$ cat src/pgrepl_pkg.sv
`timescale 1ns / 1ps
// ----------------------------------------------------------------------------
// pgrepl_pkg
// Shared types and constants for the FIFO/LRU page replacement unit.
// ----------------------------------------------------------------------------
package pgrepl_pkg;

  // field widths
  localparam int PAGE_W    = 32;
  localparam int TOTAL_W   = 48;
  localparam int LIMIT_W   = 11;
  localparam int CFG_IDX_W = 1;

  // saturation value of the running totals
  localparam logic [TOTAL_W-1:0] TOTAL_MAX = {TOTAL_W{1'b1}};

  // reset values of the configuration registers
  localparam logic [LIMIT_W-1:0] LIMIT_RESET = LIMIT_W'(128);
  localparam logic               MODE_RESET  = 1'b0;

  // replacement policies
  localparam logic MODE_FIFO = 1'b0;
  localparam logic MODE_LRU  = 1'b1;

  // configuration register indexes
  localparam logic [CFG_IDX_W-1:0] CFG_REPLACE_MODE = CFG_IDX_W'(0);
  localparam logic [CFG_IDX_W-1:0] CFG_FRAME_LIMIT  = CFG_IDX_W'(1);

  // sequencer states
  typedef enum logic [1:0] {
    ST_IDLE,
    ST_CMP,
    ST_UPD
  } state_t;

  // control broadcast from the sequencer to every cell
  typedef struct packed {
    logic cmp;        // compare the held page against the slot
    logic shift_all;  // eviction: every cell takes its upper neighbor
    logic shift_pref; // lru hit: cells at or above the hit take their neighbor
    logic load_en;    // the cell at the load index takes the page
  } cell_ctrl_t;

endpackage

$ cat src/pgrepl_cell.sv
`timescale 1ns / 1ps
// ----------------------------------------------------------------------------
// pgrepl_cell
// One slot of the replacement order: holds a page, compares it against the
// referenced page and shifts toward the oldest end on reorder or eviction.
// ----------------------------------------------------------------------------
module pgrepl_cell #(
  parameter int IDX   = 0,
  parameter int OCC_W = 11
) (
  input  logic                          clk,
  input  pgrepl_pkg::cell_ctrl_t        ctrl,
  input  logic [pgrepl_pkg::PAGE_W-1:0] page,
  input  logic [OCC_W-1:0]              occ,
  input  logic [OCC_W-1:0]              load_idx,
  input  logic                          pref,
  input  logic [pgrepl_pkg::PAGE_W-1:0] next_slot,
  output logic [pgrepl_pkg::PAGE_W-1:0] slot,
  output logic                          match
);

  localparam logic [OCC_W-1:0] IDX_V = OCC_W'(IDX);

  logic [pgrepl_pkg::PAGE_W-1:0] slot_r;
  logic                          match_r;
  logic                          load;
  logic                          shift;

  // slot update selects
  assign load  = ctrl.load_en && (IDX_V == load_idx);
  assign shift = ctrl.shift_all || (ctrl.shift_pref && pref);

  // compare only occupied slots
  always_ff @(posedge clk) begin
    if (ctrl.cmp) begin
      match_r <= (slot_r == page) && (IDX_V < occ);
    end
  end

  // slot register
  always_ff @(posedge clk) begin
    if (load) begin
      slot_r <= page;
    end else if (shift) begin
      slot_r <= next_slot;
    end
  end

  assign slot  = slot_r;
  assign match = match_r;

endmodule

$ cat config.mk
export PLATFORM = sky130hd
export DESIGN_NAME = pgrepl_cell
export DESIGN_NICKNAME = d
export VERILOG_FILES = /design/src/pgrepl_pkg.sv /design/src/pgrepl_cell.sv
export SDC_FILE = /design/constraint.sdc
export NUM_CORES = 1
export LEC_CHECK = 0
export ABC_AREA = 1
export BUFFER_PORTS_ARGS = -buffer_cell sky130_fd_sc_hd__buf_2
export CORE_ASPECT_RATIO = 0.5
export CORE_MARGIN = 8
export CORE_UTILIZATION = 45
export CTS_BUF_LIST = sky130_fd_sc_hd__clkbuf_4 sky130_fd_sc_hd__clkbuf_8 sky130_fd_sc_hd__clkbuf_16
export DETAILED_ROUTE_END_ITERATION = 8
export PLACE_DENSITY = 0.81
export SYNTH_ARGS = -nofsm -noshare
export SYNTH_HDL_FRONTEND = slang
export SYNTH_SLANG_ARGS = --single-unit
$ cat constraint.sdc
create_clock -name clk -period 2.9 [get_ports clk]
set_input_delay 0.725 -clock clk [delete_from_list [all_inputs] [get_ports clk]]
set_output_delay 0.725 -clock clk [all_outputs]
set_load 0.02 [all_outputs]
==> run_results.csv, run 1 <==
group,metric,value,unit
worst_setup_path,cp_common_cell,"nor2_1",
worst_setup_path,required,2.91,ns
cells_and_area,drive_above_1_share,0.439,
route,drtAntennaViolNets,0,
global_route,grt_usage,0.156,
route,wirelength,5890,µm
clock_network,h-tree-depth,2,
worst_setup_path,end_kind,"flop",
cells_and_area,nets,501,
sta,finalHoldViolations,0,
sta,setup-violations-final,0,
sta,worstMarginPinSlew,0.763,ns
sta,rsz0062_at_grt,"false",
worst_setup_path,setup.worst_path.end,"slot[4]",
run,cap_violations,0,
global_route,grt_pass1_wl,9430,µm
die,start_util,0.458,
worst_setup_path,rrSetupSlack,1.64,ns
clock_network,post_cts_buffers,0,
cells_and_area,diodes,0,
route,wl_per_cell,12.3,µm
synth,syn_area,2220,µm²
worst_setup_path,crit_start,"load_idx[9]",
cells_and_area,final_common_cell,"buf_2",
synth,ys_types,19,
cells_and_area,area_delta_synth_final,34.0,%
sta,worst_hold_slack,0.646,ns
sta,skew,0.00282,ns
sta,period_minus_slack,1.87,ns
die,core_area,4840,µm²
placed_design,placed_cells,472,
die,dieArea,7560,µm²
worst_setup_path,r2r-start,"slot[10]",
clock_network,cts_buffer_depth,2,
status,outcome,"completed",
worst_setup_path,reg2reg_depth,7,
worst_setup_path,crit_fanout,54,
worst_setup_path,cp.buffers_inverters,2,
sta,final_max_slew_viol_count,0,
route,remaining_drc_errors,0,
sta,period_share,0.646,
synth,ys_seq_area_frac,0.447,
worst_setup_path,cp_num_cells,8,
global_route,grt_pass1_vias,2021,
synth,syn-instance-count,281,
clock_network,cts_sinks,33,
route,via_count,2117,
placed_design,io_buffers,124,
synth,synth_nets,373,
clock_network,clk_pin_slew_worst_paths,0.07,ns
synth,yosysWarnings,0,
clock_network,numCtsBuffers,5,
route,dr.pass1.iters,4,
global_route,grt_max_degree,55,
power_and_ir_drop,powerDensity,423,nW/µm²
die,die_w,115,µm
cells_and_area,layout_common_cells,"buf_2 (124), nand2_1 (105), inv_1 (39), edfxtp_1 (33), nor2_1 (24)",
worst_setup_path,cp.arrival,1.89,ns
hold_path,min_path_type,"primary input to flop",
worst_setup_path,crit_path_top_delay_cell,"buf_4",
sta,fmaxAchievable,0.533,GHz
die,num_rows,18,
clock_network,cts-root-buf,"clkbuf_8",
worst_setup_path,cp_cell_sequence,"buf_2, nor2_1, nand3b_1, nor2_1, nand2_4, buf_4, nand2_1, o21ai_2",
sta,setup_tns,0,ns
placed_design,gp_congestion,0.781,
clock_network,insertion_delay,0.28,ns
route,via_per_inst,4.41,
worst_setup_path,critical_path.startpoint_type,"primary input",
global_route,antenna_found_initial,0,
route,drt_iter0_drc,80,
worst_setup_path,cpLargestDelayFamily,"simple AND/OR/NAND/NOR gates",
power_and_ir_drop,leakagePower,1.63,nW
worst_setup_path,crit_path_max_incr_delay,0.34,ns
die,die_h,65.6,µm
global_route,grt-ovfl-total,0,
worst_setup_path,critPathKind,"primary input to flop",
synth,syn_avg_cell_area,7.89,µm²
clock_network,postCtsHoldBufs,0,
synth,synth-seq-cells,33,
power_and_ir_drop,vdd_drop_max,0.000200,V
placed_design,post-dp-hpwl,4780,µm
worst_setup_path,r2r_end,"match",
sta,max_slew_margin,0.491,
cells_and_area,finalNonFillerCells,480,
clock_network,cts_tree,"built",
die,io_pins,125,
clock_network,cts.repair.resized,0,
## per-stage QoR
step | cell area, µm² | power (mW) | utilization | worst slack [ns]
2_1_floorplan | 2220 | 0.800 | - | 0.462
3_3_place_gp | 2890 | 0.936 | 0.596 | 0.792
3_5_place_dp | 2890 | 0.942 | 0.596 | 0.746
4_1_cts | 2970 | 1.27 | 0.613 | 1.05
5_1_grt | 2970 | 1.33 | 0.613 | 0.920
6_report | 2970 | 1.26 | 0.613 | 1.03
## per-layer routing
metal  vias up  routed length [µm]  part of all wire  GRT usage
met5         -                   0                 0          0
met3         6                 367             0.062     0.0466
met1       930                2400              0.41      0.182
li1       1125                   -                 -          -
met2        56                3060              0.52      0.274
met4         0                  61             0.010     0.0454
## registers in the layout (all words and copies together) (netlist names)
register and count:
slot 32, match 1
## worst min-delay path by stage
stage,start,endpoint,slack (ns),depth (start not counted)
finish,ctrl[3],match,0.65,1
global placement,slot[18],match,0.79,5
detailed placement,slot[17],match,0.81,5
CTS,ctrl[3],match,0.64,1
global route,ctrl[3],match,0.64,1
floorplan,ctrl[3],match,0.84,0
## cells by family after synthesis
kind of cell,count (synthesis),synth area share
compound gates,23,0.0892
flops,33,0.447
buf+inv,51,0.104
simple gates,164,0.320
xor+xnor,10,0.0395
## cell usage after synthesis
master	count	area share
buf_2	2	0.0045
o21ai_2	22	0.087
buf_6	5	0.025
xnor2_1	8	0.032
or2_1	1	0.0028
nor3_1	1	0.0023
nor2_1	24	0.041
inv_1	39	0.066
nand2_2	17	0.048
nand2_1	105	0.18
edfxtp_1	33	0.45
nand3b_1	1	0.0034
nand3_1	12	0.027
nor4_1	1	0.0028
inv_2	5	0.0085
xor2_1	2	0.0079
nor4_4	1	0.0096
nand2_4	1	0.0051
a21oi_1	1	0.0023
## power breakdown
| group | total [mW] | internal [mW] | switching (mW) |
|---|---|---|---|
| Clock | 0.328 | 0.161 | 0.166 |
| Sequential | 0.611 | 0.579 | 0.0323 |
| Combinational | 0.317 | 0.134 | 0.183 |
| Total | 1.26 | 0.874 | 0.381 |
## cell type report
type,instances,area [µm²]
fill,444,1870
clock buffer,5,68.8
multi-input combinational,197,993
sequential,33,991
timing repair buffer,128,651
inverter,44,165
clock inverter,3,12.5
tap,70,87.6
No activity file was read; power rests on OpenSTA's default activity.
==> run 2: changes to the inputs <==
--- a/config.mk
+++ b/config.mk
@@ -5,14 +5,14 @@
 export SDC_FILE = /design/constraint.sdc
 export NUM_CORES = 1
 export LEC_CHECK = 0
-export ABC_AREA = 1
+export ABC_AREA = 0
 export BUFFER_PORTS_ARGS = -buffer_cell sky130_fd_sc_hd__buf_2
 export CORE_ASPECT_RATIO = 0.5
 export CORE_MARGIN = 8
-export CORE_UTILIZATION = 45
+export CORE_UTILIZATION = 42
 export CTS_BUF_LIST = sky130_fd_sc_hd__clkbuf_4 sky130_fd_sc_hd__clkbuf_8 sky130_fd_sc_hd__clkbuf_16
 export DETAILED_ROUTE_END_ITERATION = 8
-export PLACE_DENSITY = 0.81
+export PLACE_DENSITY = 0.8
 export SYNTH_ARGS = -nofsm -noshare
 export SYNTH_HDL_FRONTEND = slang
 export SYNTH_SLANG_ARGS = --single-unit
==> constraint.sdc (replaced) <==
create_clock -name clk -period 2 [get_ports clk]
set_input_delay 0.5 -clock clk [delete_from_list [all_inputs] [get_ports clk]]
set_output_delay 0.5 -clock clk [all_outputs]
set_load 0.02 [all_outputs]
==> run 2 against run 1 <==
Compared with the run above: clock skew rose by 0.0010 ns; synthesized area shrank 13%; final cell count is 35% lower; power increased by 40%; register-to-register slack worse by 1.4 ns; critical path depth down 3; final area is 8.0% lower; clock power grew 41%; critical endpoint is now match; largest cell class is now registers.
==> run_results.csv, run 2 <==
group,metric,value,unit
clock_network,post_cts_buffers,0,
synth,synthArstFlopShare,0,
clock_network,h-tree-depth,2,
status,outcome,"completed",
die,core_area,4400,µm²
die,io_pins,125,
clock_network,insertion_delay,0.27,ns
placed_design,place_area,2650,µm²
clock_network,clk_pin_slew_worst_paths,0.06,ns
synth,syn-instance-count,121,
route,wl_per_cell,16.9,µm
run,cap_violations,0,
placed_design,io_buffers,124,
worst_setup_path,end_kind,"flop",
synth,syn_avg_cell_area,15.9,µm²
placed_design,post-dp-hpwl,4450,µm
die,die_w,112,µm
sta,skew,0.00382,ns
cells_and_area,final_common_cell,"buf_2",
synth,syn_area,1920,µm²
cells_and_area,nets,345,
die,die_h,63.9,µm
sta,rsz0062_at_grt,"false",
sta,setup_tns,0,ns
route,via_per_inst,4.72,
cells_and_area,layout_common_cells,"buf_2 (124), edfxtp_1 (33), mux2_4 (29), xor2_1 (24), nor4_1 (9)",
clock_network,cts_sinks,33,
synth,synth_top_flop_cell,"edfxtp_1",
clock_network,cts.repair.resized,0,
sta,worst_hold_slack,0.427,ns
route,drtAntennaViolNets,0,
power_and_ir_drop,leakagePower,1.32,nW
route,remaining_drc_errors,0,
route,via_count,1462,
cells_and_area,diodes,0,
die,num_rows,17,
cells_and_area,fin_util,0.620,
synth,yosysTopAreaCell,"edfxtp_1",
cells_and_area,largest_register_ffs,32,
sta,finalHoldViolations,0,
route,wirelength,5240,µm
synth,yosysWarnings,0,
global_route,antenna_found_initial,0,
worst_setup_path,required,2.08,ns
clock_network,postCtsHoldBufs,0,
synth,synth-edff-count,33,
clock_network,cts_tree,"built",
power_and_ir_drop,vdd_drop_max,0.000260,V
synth,ys_types,15,
placed_design,gp_congestion,0.791,
sta,fmaxAchievable,0.580,GHz
hold_path,min_path_cells,1,
route,drt_iter0_drc,57,
route,dr.pass1.iters,4,
sta,period_minus_slack,1.72,ns
sta,final_max_slew_viol_count,0,
cells_and_area,final_area,2730,µm²
global_route,grt_pass1_vias,1758,
worst_setup_path,critical_path.startpoint_type,"flop",
clock_network,numCtsBuffers,5,
synth,synth-seq-cells,33,
synth,synth_top_area_frac,0.515,
synth,synth_area_leaders,"edfxtp_1 (52%), mux2_4 (23%), xor2_1 (11%)",
clock_network,cts-root-buf,"clkbuf_8",
clock_network,cts_buffer_depth,2,
global_route,grt_max_degree,34,
synth,synth_nets,213,
worst_setup_path,critPathKind,"flop to flop",
die,start_util,0.437,
synth,yosysMostFrequentCell,"edfxtp_1",
global_route,grt_usage,0.144,
cells_and_area,area_delta_synth_final,42.0,%
worst_setup_path,crit_fanout,2,
sta,worstMarginPinSlew,0.386,ns
synth,ys_top_cells_by_count,"edfxtp_1 (33), mux2_4 (29), xor2_1 (24), nor4_1 (9), xnor2_1 (8)",
synth,ys_seq_area_frac,0.515,
die,dieArea,7130,µm²
power_and_ir_drop,powerDensity,646,nW/µm²
power_and_ir_drop,fin_total_pwr,1.76,mW
hold_path,min_path_type,"primary input to flop",
sta,max_slew_margin,0.740,
global_route,grt-ovfl-total,0,
global_route,grt_pass1_wl,8270,µm
worst_setup_path,reg2reg_depth,5,
sta,setup-violations-final,0,
worst_setup_path,cp.arrival,1.80,ns
cells_and_area,drive_above_1_share,0.664,
sta,period_share,0.862,
==> run 2: cell types whose count changed after synthesis, moves of 3 or more <==
cell	previous run	this run
mux2_1	0	3
inv_1	39	0
nand2_2	17	0
o21ai_2	22	0
xor2_1	2	24
nand3_1	12	2
mux2_4	0	29
nor2_1	24	0
nand4_1	0	3
nand2_1	105	1
nor4_1	1	9
inv_2	5	0
==> run 2: cell type report <==
cell class                 count  area, µm²
sequential                    33        991
fill                         349       1670
clock inverter                 1       3.75
tap                           57       71.3
multi-input combinational     85        901
timing repair buffer         128        688
clock buffer                   6       76.3
==> run 2: where the power goes <==
part	total, mW	switching [mW]	internal [mW]
logic	0.418	0.212	0.206
clock network	0.463	0.215	0.248
registers	0.883	0.0435	0.839
total	1.76	0.471	1.29
==> run 2: metal layers <==
layer / up-vias / track usage / share of wire
li1: 724 / - / -
met1: 698 / 0.140 / 0.35
met2: 34 / 0.292 / 0.59
met3: 6 / 0.0412 / 0.048
met4: 0 / 0.0438 / 0.011
met5: - / 0 / 0
==> run 2: worst max-delay path: stages, from the launching register on <==
cell and delay, ns:
edfxtp_1 0.40, xor2_1 0.17, nor4_1 0.40, buf_4 0.19, nand3_1 0.09, nor4_1 0.28
==> run 2: final timing paths <==
path | start | to | slack, ns
worst min register to register | slot[23] | match | 0.72
worst max register to register | slot[31] | match | 0.28
worst max-delay path | slot[31] | match | 0.28
worst min-delay path | ctrl[3] | match | 0.43
==> run 2: per-stage QoR <==
stage	setup slack, ns	instances
after floorplan	0.0406	121
after global placement	0.162	303
after detailed placement	0.0333	303
after CTS	0.234	310
after global routing	0.156	310
final	0.277	310
==> run 2: kinds of logic (layout without fill, tap and decap cells) <==
group / count (synthesis) / count (layout) / synth area share
flops: 33 / 33 / 0.515
mux: 32 / 32 / 0.244
xor+xnor: 32 / 32 / 0.146
compound gates: 1 / 1 / 0.00260
buf+inv: 3 / 135 / 0.0176
simple gates: 20 / 20 / 0.0748
==> run 3: changes to the inputs <==
--- a/config.mk
+++ b/config.mk
@@ -8,7 +8,7 @@
 export ABC_AREA = 0
 export BUFFER_PORTS_ARGS = -buffer_cell sky130_fd_sc_hd__buf_2
 export CORE_ASPECT_RATIO = 0.5
-export CORE_MARGIN = 8
+export CORE_MARGIN = 10
 export CORE_UTILIZATION = 42
 export CTS_BUF_LIST = sky130_fd_sc_hd__clkbuf_4 sky130_fd_sc_hd__clkbuf_8 sky130_fd_sc_hd__clkbuf_16
 export DETAILED_ROUTE_END_ITERATION = 8
==> run 3 against run 2 <==
Compared with the run above: core utilization fell by 0.43 points; setup slack better by 0.15 ns; die area increased by 10%; sequential power hardly changed; combinational power shrank 1%; first-iteration DRC count decreased by 19%; worst hold slack got worse by 0.0096 ns; count of clock-buffer cells in the layout shrank 1; global-route usage shrank 0.34 points; clock power increased by 3%; largest cell class unchanged; largest power group unchanged; highest routed layer unchanged.
==> run_results.csv, run 3 (synthesis results as in run 2) <==
group,metric,value,unit
status,outcome,"completed",
cells_and_area,final_common_cell,"buf_2",
placed_design,post-dp-hpwl,4780,µm
worst_setup_path,crit_fanout,33,
sta,rsz0062_at_grt,"false",
power_and_ir_drop,fin_total_pwr,1.77,mW
die,start_util,0.437,
clock_network,clk_pin_slew_worst_paths,0.06,ns
clock_network,h-tree-depth,2,
run,cap_violations,0,
clock_network,cts_buffer_depth,2,
power_and_ir_drop,p_sw_frac,0.282,
die,core_area,4400,µm²
power_and_ir_drop,power_frac_comb,0.233,
clock_network,cts_tree,"built",
route,drt_iter0_drc,46,
sta,period_share,0.785,
worst_setup_path,critical_path.startpoint_type,"primary input",
route,dr.pass1.iters,4,
cells_and_area,fin_util,0.616,
clock_network,postCtsHoldBufs,0,
cells_and_area,final_area,2710,µm²
die,die_w,116,µm
die,num_rows,17,
sta,setup-violations-final,0,
worst_setup_path,required,1.99,ns
placed_design,place_area,2630,µm²
route,via_count,1482,
power_and_ir_drop,power_frac_seq,0.498,
worst_setup_path,crit_path_top_delay_cell,"nor4_2",
cells_and_area,drive_above_1_share,0.660,
worst_setup_path,cp.arrival,1.56,ns
route,via_per_inst,4.78,
global_route,grt_pass1_wl,8450,µm
sta,fmaxAchievable,0.637,GHz
power_and_ir_drop,p_switching,500,µW
clock_network,cts-root-buf,"clkbuf_8",
power_and_ir_drop,p_int,1.27,mW
global_route,grt-ovfl-total,0,
route,wl_per_cell,18.2,µm
clock_network,insertion_delay,0.29,ns
cells_and_area,area_delta_synth_final,41.1,%
clock_network,cts.repair.resized,0,
placed_design,io_buffers,124,
cells_and_area,nets,344,
worst_setup_path,critPathKind,"primary input to flop",
sta,period_minus_slack,1.57,ns
worst_setup_path,end_kind,"flop",
clock_network,numCtsBuffers,5,
power_and_ir_drop,powerDensity,654,nW/µm²
power_and_ir_drop,leakagePower,1.31,nW
global_route,antenna_found_initial,0,
clock_network,post_cts_buffers,0,
cells_and_area,diodes,0,
die,io_pins,125,
clock_network,cts_sinks,33,
sta,finalHoldViolations,0,
worst_setup_path,cp_common_cell,"buf_12",
worst_setup_path,crit_path_max_incr_delay,0.28,ns
sta,final_max_slew_viol_count,0,
hold_path,min_path_type,"primary input to flop",
die,dieArea,7850,µm²
route,wirelength,5640,µm
sta,max_slew_margin,0.739,
route,drtAntennaViolNets,0,
sta,setup_tns,0,ns
worst_setup_path,cp_cell_sequence,"buf_2, nor4_2, nand3_2, buf_12, nand2_2, buf_12",
route,remaining_drc_errors,0,
sta,worstMarginPinSlew,0.387,ns
power_and_ir_drop,vdd_drop_max,0.000354,V
die,die_h,67.9,µm
cells_and_area,layout_common_cells,"buf_2 (124), edfxtp_1 (33), mux2_4 (29), xor2_1 (24), nor4_1 (9)",
global_route,grt_max_degree,34,
global_route,grt_pass1_vias,1658,
placed_design,gp_congestion,0.739,
sta,skew,0.00406,ns
global_route,grt_usage,0.140,
power_and_ir_drop,clockPowerShare,0.269,
cells_and_area,largest_register_ffs,32,
-- run 3: final cells by class --
class	instances	area, µm²
Tap cell	57	71.3
Multi-Input combinational cell	85	901
Sequential cell	33	991
Timing Repair Buffer	127	668
Clock buffer	5	68.8
Fill cell	358	1690
Clock inverter	3	12.5
-- run 3: worst paths after layout --
check | endpoint | start | cells past startpoint | slack (ns)
worst max-delay path | slot[4] | load_idx[6] | 6 | 0.43
worst min-delay path | match | ctrl[3] | 1 | 0.42
worst max register to register | match | slot[20] | 4 | 0.51
worst min register to register | match | slot[23] | 3 | 0.78
-- run 3: through the flow --
stage          std cells  hold slack (ns)  worst slack, ns
6_report             310            0.417            0.431
4_1_cts              310            0.408            0.441
5_1_grt              310            0.403            0.335
2_1_floorplan        121            0.612           0.0406
3_5_place_dp         302            0.711            0.135
3_3_place_gp         302            0.710            0.165
-- run 3: power groups by stage --
stage | registers (mW) | clock network, mW | logic [mW]
finish | 0.883 | 0.478 | 0.414
global route | 0.892 | 0.522 | 0.448
CTS | 0.884 | 0.487 | 0.420
detailed placement | 0.898 | 0 | 0.418
global placement | 0.897 | 0 | 0.409
floorplan | 0.978 | 0 | 0.129
-- run 3: critical path, delay by kind of cell --
kind                   cells  cell delay, ns
buffers and inverters      3            0.49
and+or+nand+nor            3            0.53
-- run 3: layer usage --
layer,part of all wire,track usage,up-vias,wire length (µm)
li1,-,-,724,-
met1,0.34,0.136,710,1890
met2,0.60,0.282,36,3370
met3,0.050,0.0436,12,280
met4,0.018,0.0511,0,100
met5,0,0,-,0
